===== src/design/lmsc_pkg.sv =====
// Shared types, constants and the letter binning function for the letter subset checker.
package lmsc_pkg;

	localparam int BIN_COUNT  = 26;
	localparam int BIN_W      = 5;
	localparam int COUNT_W    = 6;
	localparam int BIN_OFFSET = 13;
	localparam int QUEUE_DEPTH = 2;

	localparam logic [COUNT_W-1:0] COUNT_MAX = {COUNT_W{1'b1}};

	typedef logic [BIN_W-1:0]   bin_t;
	typedef logic [COUNT_W-1:0] count_t;

	// One classified letter on its way from the front to the back.
	typedef struct packed {
		logic cand;
		bin_t bin;
		logic last;
	} op_t;

	// Bin is (code + 13) mod 26. The quotient comes from a multiply by 79/2048,
	// which is exact for every sum below 269.
	function automatic bin_t letter_bin(input logic [7:0] code);
		logic [8:0]  sum;
		logic [15:0] prod;
		logic [4:0]  quot;
		logic [8:0]  rem;
		sum  = {1'b0, code} + 9'(BIN_OFFSET);
		prod = 16'(sum) * 16'd79;
		quot = prod[15:11];
		rem  = sum - 9'(quot) * 9'(BIN_COUNT);
		return rem[BIN_W-1:0];
	endfunction

endpackage


===== src/design/lmsc_front.sv =====
// Front end: takes letters, works out their bin and holds them in a short queue.
module lmsc_front (
	input  logic             clk,
	input  logic             arst_n,
	input  logic             in_valid,
	output logic             in_ready,
	input  logic             in_cand,
	input  logic [7:0]       in_letter,
	input  logic             in_last,
	output logic             op_valid,
	input  logic             op_ready,
	output lmsc_pkg::op_t    op
);
	import lmsc_pkg::*;

	op_t        entry_q [QUEUE_DEPTH];
	logic       wr_ptr_q;
	logic       rd_ptr_q;
	logic [1:0] fill_q;
	logic       push;
	logic       pop;

	assign in_ready = (fill_q != 2'(QUEUE_DEPTH));
	assign op_valid = (fill_q != 2'd0);
	assign op       = entry_q[rd_ptr_q];
	assign push     = in_valid & in_ready;
	assign pop      = op_valid & op_ready;

	always_ff @(posedge clk) begin
		if (push) begin
			entry_q[wr_ptr_q] <= '{cand: in_cand, bin: letter_bin(in_letter), last: in_last};
		end
	end

	always_ff @(posedge clk or negedge arst_n) begin
		if (!arst_n) begin
			wr_ptr_q <= 1'b0;
			rd_ptr_q <= 1'b0;
			fill_q   <= 2'd0;
		end else begin
			if (push) begin
				wr_ptr_q <= ~wr_ptr_q;
			end
			if (pop) begin
				rd_ptr_q <= ~rd_ptr_q;
			end
			fill_q <= fill_q + 2'(push) - 2'(pop);
		end
	end

endmodule


===== src/design/lmsc_back.sv =====
// Back end: keeps both words' letter counts and checks the candidate against the reference.
module lmsc_back (
	input  logic             clk,
	input  logic             arst_n,
	input  logic             op_valid,
	output logic             op_ready,
	input  lmsc_pkg::op_t    op,
	output logic             out_valid,
	input  logic             out_ready,
	output logic             out_contained
);
	import lmsc_pkg::*;

	count_t ref_cnt_q  [BIN_COUNT];
	count_t cand_cnt_q [BIN_COUNT];
	count_t side_nxt   [BIN_COUNT];
	logic   ref_fresh_q;
	logic   cand_fresh_q;
	logic   out_valid_q;
	logic   contained_q;
	logic   side_fresh;
	logic   is_result;
	logic   fits;
	logic   take;

	assign side_fresh = op.cand ? cand_fresh_q : ref_fresh_q;
	assign is_result  = op.cand & op.last;
	// An item that yields no result never waits for the output register.
	assign op_ready   = ~is_result | ~out_valid_q | out_ready;
	assign take       = op_valid & op_ready;

	// Counts of the chosen side after this letter, all bins at once.
	always_comb begin
		count_t cur;
		for (int i = 0; i < BIN_COUNT; i++) begin
			cur = op.cand ? cand_cnt_q[i] : ref_cnt_q[i];
			if (side_fresh) begin
				cur = '0;
			end
			if ((op.bin == BIN_W'(i)) && (cur != COUNT_MAX)) begin
				side_nxt[i] = cur + count_t'(1);
			end else begin
				side_nxt[i] = cur;
			end
		end
	end

	always_comb begin
		fits = 1'b1;
		for (int i = 0; i < BIN_COUNT; i++) begin
			if (side_nxt[i] > ref_cnt_q[i]) begin
				fits = 1'b0;
			end
		end
	end

	always_ff @(posedge clk or negedge arst_n) begin
		if (!arst_n) begin
			for (int i = 0; i < BIN_COUNT; i++) begin
				ref_cnt_q[i]  <= '0;
				cand_cnt_q[i] <= '0;
			end
			ref_fresh_q  <= 1'b1;
			cand_fresh_q <= 1'b1;
		end else if (take) begin
			if (op.cand) begin
				cand_cnt_q   <= side_nxt;
				cand_fresh_q <= op.last;
			end else begin
				ref_cnt_q   <= side_nxt;
				ref_fresh_q <= op.last;
			end
		end
	end

	always_ff @(posedge clk or negedge arst_n) begin
		if (!arst_n) begin
			out_valid_q <= 1'b0;
		end else begin
			if (out_valid_q && out_ready) begin
				out_valid_q <= 1'b0;
			end
			if (take && is_result) begin
				out_valid_q <= 1'b1;
			end
		end
	end

	always_ff @(posedge clk) begin
		if (take && is_result) begin
			contained_q <= fits;
		end
	end

	assign out_valid     = out_valid_q;
	assign out_contained = contained_q;

endmodule


===== src/design/letter_multiset_subset_check.sv =====
// Top level of the letter subset checker: stream ports around the front and back ends.
//
// Letters arrive on the s_axis channel, one item each. tuser selects the word:
// 0 for the reference word, 1 for the candidate word; tlast marks a word's final
// letter. Each letter is counted in bin (code + 13) mod 26, with counts
// saturating at 63. The first letter after a word's end clears that word's counts.
// On a candidate's final letter one item leaves on m_axis: tdata bit 0 is 1 when
// no candidate count exceeds the matching reference count.
// Throughput is one letter per cycle unless a second result stalls the queue; the 26
// bin comparisons run in parallel in the back end. A result passes the queue and then
// the output register before it becomes valid. A two-entry queue sits between the
// front and back ends, and the result is held in an output register, so the input
// keeps flowing while a result waits. If the receiver stalls with a result pending,
// letters that produce no result still go through; a second result holds the queue
// until the first is taken. After reset both words' counts are zero and both sides
// start a new word.
module letter_multiset_subset_check (
	input  logic       clk,
	input  logic       arst_n,
	input  logic       s_axis_tvalid,
	output logic       s_axis_tready,
	input  logic [7:0] s_axis_tdata,   // [7:0] letter
	input  logic       s_axis_tuser,   // [0] cmd
	input  logic       s_axis_tlast,
	output logic       m_axis_tvalid,
	input  logic       m_axis_tready,
	output logic [7:0] m_axis_tdata    // [0] contained, [7:1] zero
);
	import lmsc_pkg::*;

	op_t  op;
	logic op_valid;
	logic op_ready;
	logic contained;

	lmsc_front u_front (
		.clk       (clk),
		.arst_n    (arst_n),
		.in_valid  (s_axis_tvalid),
		.in_ready  (s_axis_tready),
		.in_cand   (s_axis_tuser),
		.in_letter (s_axis_tdata),
		.in_last   (s_axis_tlast),
		.op_valid  (op_valid),
		.op_ready  (op_ready),
		.op        (op)
	);

	lmsc_back u_back (
		.clk           (clk),
		.arst_n        (arst_n),
		.op_valid      (op_valid),
		.op_ready      (op_ready),
		.op            (op),
		.out_valid     (m_axis_tvalid),
		.out_ready     (m_axis_tready),
		.out_contained (contained)
	);

	assign m_axis_tdata = {7'd0, contained};

endmodule

===== config.mk =====
export PLATFORM = sky130hd
export DESIGN_NAME = letter_multiset_subset_check
export DESIGN_NICKNAME = d
export VERILOG_FILES = /design/src/design/lmsc_pkg.sv /design/src/design/lmsc_front.sv /design/src/design/lmsc_back.sv /design/src/design/letter_multiset_subset_check.sv
export SDC_FILE = /design/constraint.sdc
export NUM_CORES = 1
export LEC_CHECK = 0
export BUFFER_PORTS_ARGS = -buffer_cell sky130_fd_sc_hd__buf_2
export CAP_MARGIN = 25
export CORE_MARGIN = 10
export CORE_UTILIZATION = 50
export DETAILED_ROUTE_END_ITERATION = 8
export HOLD_SLACK_MARGIN = 0.08
export PLACE_DENSITY = 0.65
export SLEW_MARGIN = 20
export SYNTH_ARGS = -nofsm -noshare
export SYNTH_HDL_FRONTEND = slang
export SYNTH_HIERARCHICAL = 1
export SYNTH_SLANG_ARGS = --single-unit

===== constraint.sdc =====
create_clock -name clk -period 6.1 [get_ports clk]
set_input_delay 0.305 -clock clk [delete_from_list [all_inputs] [get_ports clk]]
set_output_delay 0.305 -clock clk [all_outputs]
set_load 0.02 [all_outputs]

-- Word level (Yosys, flattened, before mapping)
Memories as Yosys holds them, arrays and structs flattened.
Cells that the tools add are included.
W data, S select, Z words.
- word-level logic and storage cells: 298
- memory bits (writable): 14
- output and inout port bits: 10
- memories: 1
- register bits after elaboration: 320
- bits of input ports: 14
- equal/unequal tests: 52
- multipliers: 2
- muxes and demuxes: 84
- $add $sub $neg: 30
- reductions and logical operators: 34
- magnitude comparators: 26
- bitwise logic cells: 10
- memories (memory ; words ; bits a word ; rd ports ; clocked after Yosys merged registers in ; wr ports ; line ; text):
    u_front.entry_q ; 2 ; 7 ; 1 ; 0 ; 1 ; lmsc_front.sv:16 ; op_t entry_q [QUEUE_DEPTH];
- operator list (cell ; number):
    $mux W6 ; 78
    $add A6 B1 Y6 const B ; 26
    $gt A6 B6 Y1 ; 26
    $ne A6 B6 Y1 const B ; 26
    $eq A5 B5 Y1 const B ; 10
    $eq A5 B4 Y1 const B ; 8
    $logic_and A1 B1 Y1 ; 28
    $reduce_or A25 Y1 ; 1
    $eq A5 B3 Y1 const B ; 4
    $mul A9 B7 Y16 const B ; 1
    $eq A5 B2 Y1 const B ; 2
    $add A8 B4 Y9 const B ; 1
    $mux W1 ; 6
    $eq A5 B1 Y1 const B ; 1
    $logic_not A5 Y1 ; 1
    $mul A5 B4 Y4 const B ; 1
    $not A1 Y1 ; 5
    $sub A5 B5 Y5 ; 1
    $reduce_and A2 Y1 ; 2
    $reduce_bool A2 Y1 ; 2
    $and A1 B1 Y1 ; 3
    $add A2 B1 Y2 ; 1
    $ne A2 B2 Y1 const B ; 1
    $or A1 B1 Y1 ; 2
    $sub A2 B1 Y2 ; 1

-- Logic depth before layout (Yosys ltp)
An unclocked memory read counts as a cell.
- depth after elaboration: 8
- gate-level depth with buffers: 27
- mapped depth without buffers: 26

-- Cells and area by module
Netlist, hierarchy kept.
- by module, submodules not included (module ; seq. area each (µm²) ; cells an instance ; instances ; area an instance (µm²)):
    lmsc_back ; 7915.1 ; 2733 ; 1 ; 23172.2
    lmsc_front ; 520.5 ; 191 ; 1 ; 2060.7
    letter_multiset_subset_check ; 0.0 ; 9 ; 1 ; 63.8

-- Worst setup path after synthesis
No wires, ideal clock.
- path kind: input port to flip-flop
- start point: input s_axis_tdata[0]
- end point: memory u_front/entry_q[0][5] (netlist bit), data pin
- stages on the path: 24
- data arrival time: 5.501 ns
- buffers on the path: 0
- data required time: 5.837 ns
- path slack: 0.336 ns
- library setup time: 0.263 ns
- cells stage by stage: ha_1 nor3_2 or2_2 xnor2_1 fa_1 ha_1 inv_1 fa_1 fa_1 inv_1 ha_1 a21oi_2 o221ai_2 a221oi_2 nor2b_1 nor2_1 xnor2_1 ha_1 inv_1 ha_1 a21oi_1 xor2_1 xnor3_1 xnor2_1
- longest elaborated chain between the ends: 4
- RTL lines (element ; line ; text):
    from (decl) ; letter_multiset_subset_check.sv:22 ; input logic [7:0] s_axis_tdata,
    $add A8 B4 Y9 (*) ; lmsc_pkg.sv:29 ; sum = {1'b0, code} + 9'(BIN_OFFSET);
    $mul A9 B7 Y16 ; lmsc_pkg.sv:30 ; prod = 16'(sum) * 16'd79;
    $mul A5 B4 Y4 ; lmsc_pkg.sv:32 ; rem = sum - 9'(quot) * 9'(BIN_COUNT);
    $sub A5 B5 Y5 (*) ; lmsc_pkg.sv:32 ;
    to (decl) ; lmsc_front.sv:16 ;
Every way passes the cells marked *; elsewhere a longest branch is shown, timed or not.

-- Worst setup path after layout
Ends and elaborated chain as after synthesis.

==> impl_metrics.tcl <==
set metrics [dict create \
    root_buffer "clkbuf_16" \
    syn_area_sq_um 25300 \
    wl_per_cell_um 17.5 \
    gp_congestion 0.860 \
    die_x_um 245 \
    power_uw 10300 \
    fin_crit_sh_pct 91.0 \
    layout_min_cycle_time_ns 5.55 \
    cts_buffer_depth 3 \
    yosys-top-cells-count "375 x nand2_1, 317 x dfrtp_1, 313 x inv_1" \
    p_sw_uw 4660 \
    path_buf_inv 4 \
    synth_cells 2933 \
    drcViolationCount 0 \
    ys_warn_count 6 \
    synth_top_family_by_area "compound AO/OA/AOI/OAI gates" \
    final.setup.tns_ns 0 \
    htreeDepth 2 \
    yosys.area_share.simple_pct 17.2 \
    worst_pin_slew_ns 1.03 \
    drv_cap 0 \
    drv_slew 0 \
    yosys.area.top_type "dfrtp_1" \
    synthFlopType "dfrtp_1" \
    crit_family "adder cells" \
    p_seq_share_pct 26.7 \
    antenna_found_initial 0 \
    io_buffers 16 \
    core-area_sq_um 50100 \
    relSlewSlack_pct 31.4 \
    grt_pass1_vias 21000 \
    die_y_um 245 \
    vdd_drop_max_v 0.000528 \
    synth_xor_area_share_pct 3.92 \
    ant_nets 0 \
    track_usage_pct 21.1 \
    nNetsFinal 3136 \
    post_cts_resized 0 \
    reg2reg_setup_slack_ns 0.69 \
    yosysTopAreaCellShare_pct 31.4 \
    hold_violations 0 \
    ys_types 107 \
    cpMostUsedCell "ha_1" \
    die_area_sq_um 60000 \
    synth_edf_count 15 \
    cpPeakStageDelay_ns 0.51 \
    synth_area_leaders "dfrtp_1 31%, ha_1 11%, o21ai_0 5.8%" \
    numCtsBuffers 41 \
    end_kind "register" \
    grt_pass1_wl_um 106000 \
    overflow 0 \
    drt_iter0_markers 1275 \
    num_rows 82 \
    p_sw_share_pct 45.4 \
    clkLatencyLatePin_ns 0.57 \
    cts_sinks 334 \
    rsz0062_at_grt "false" \
    synth_compound_area_share_pct 19.3 \
    fillers 4652 \
    multi_input_comb_area_sq_um 14900 \
    firstDrtPassIters 5 \
    min_path_type "in -> reg" \
    clock_power_share_pct 23.4 \
    muxShareOfSynthArea_pct 6.17 \
    finalSetupViolCount 0 \
    p_per_area_nw_per_um2 376 \
    cts_tree "yes" \
    wirelength_um 62900 \
    yosysMostFrequentCell "nand2_1" \
    synthAdderAreaFrac_pct 12.1 \
    comb_power_share_pct 49.9 \
    vias 20800 \
    initial_core_util_pct 50.5 \
    skew_ns 0.0202 \
    cp_slowest_cell "fa_1" \
    required_ns 6.39 \
    vias_per_cell 5.80 \
    clk_pin_slew_worst_paths_ns 0.05 \
    fmax_ghz 0.180 \
    cp-start-kind "primary input" \
    status "finished, final reports clean" \
    async_flop_share_pct 95.5 \
    area_delta_synth_final_pct 7.85 \
    crit_type "in -> reg" \
    synth-seq-cells 334 \
    syn_avg_cell_area_sq_um 8.62 \
    grt_max_degree 130 \
    p_leak_uw 0.0125 \
    path_max_fanout 5 \
    io_pins 24 \
    hpwl_um 42900 \
    cp.arrival_ns 5.84 \
    power.internal_uw 5610 \
    register_area_sq_um 8440 \
    drive_gt1_share_pct 7.71 \
    synth_seq_area_share_pct 33.3 \
]
-- final cells by class --
cell class	count	area share, %
Clock buffer	54	4.12
Antenna cell	1	0.00917
Sequential cell	334	30.9
Tap cell	672	3.08
Multi-Input combinational cell	2130	54.7
Timing Repair Buffer	65	2.14
Clock inverter	20	0.688
Inverter	315	4.33
-- routing by layer --
| metal | part of all wire (%) | global-route usage [%] | vias up |
|---|---|---|---|
| met1 | 46 | 27.4 | 10100 |
| met4 | 3.0 | 7.51 | 0 |
| met2 | 46 | 35.2 | 442 |
| met5 | 0 | 0 | - |
| li1 | - | - | 10100 |
| met3 | 4.7 | 3.04 | 131 |
-- placed cells by master, fill, tap and decap left out, types with 21 or more instances in the layout --
cell	count
a21o_1	30
a21oi_1	130
a22o_1	35
a31oi_1	21
and2_1	28
buf_4	35
clkbuf_16	41
dfrtp_1	317
ha_1	219
inv_1	313
mux2_2	27
mux2i_1	110
nand2_1	375
nand2b_1	41
nand3_1	97
nand4_1	33
nor2_1	142
o21ai_0	291
o22ai_1	21
o31ai_1	31
or3_1	26
xnor2_1	74
xor2_1	33
-- registers in the layout (all words and copies together) (netlist names) --
register / flops
u_back/cand_cnt_q: 156
u_back/ref_cnt_q: 156
u_front/entry_q: 14
u_front/fill_q: 2
u_back/cand_fresh_q: 1
u_back/out_contained: 1
u_back/out_valid: 1
u_back/ref_fresh_q: 1
u_front/rd_ptr_q: 1
u_front/wr_ptr_q: 1
-- cell families after synthesis --
family,count (synthesis)
AND/OR/NAND/NOR,892
AO/OA/AOI/OAI,740
buffers and inverters,475
flip-flops,334
adder cells (fa/ha/maj),235
multiplexers,146
XOR/XNOR,110
other,1
-- worst paths after layout --
check / start / end / depth (start not counted)
setup reg to reg: u_front/rd_ptr_q / u_back/out_contained / 16
hold reg to reg: u_back/ref_cnt_q[142] / u_back/ref_cnt_q[142] / 1
max in group asynchronous: arst_n / u_back/ref_cnt_q[6] / 3
setup / recovery: s_axis_tdata[0] / u_front/entry_q[0][5] / 25
hold / removal: s_axis_tdata[0] / u_front/entry_q[0][1] / 2
min in group asynchronous: arst_n / u_back/ref_cnt_q[138] / 2
-- power groups by stage --
stage          Combinational (uW)  Clock, uW  Sequential (uW)
2_1_floorplan                3560          0             2700
3_3_place_gp                 4980          0             2770
3_5_place_dp                 5080          0             2780
4_1_cts                      5100       2460             2740
5_1_grt                      5610       2550             2770
6_report                     5120       2410             2740
-- what timing repair did --
action / in CTS / in global routing
buffers inserted: 0 / 0
hold buffers: 5 / 0
endpoints found under the hold margin: 105 / 0
endpoints found under the setup margin: 0 / 0
-- per-stage QoR --
stage	instances	instance area, sq um	setup slack [ns]	hold slack [ns]	utilization [%]
floorplan	2939	25300	0.336	0.00941	-
global placement	3511	25900	0.0757	0.401	51.8
detailed placement	3511	25900	-0.0695	0.411	51.8
CTS	3590	27300	0.528	0.189	54.5
global route	3590	27300	0.159	0.224	54.5
finish	3591	27300	0.549	0.212	54.5
No activity file was read; power rests on OpenSTA's default activity.
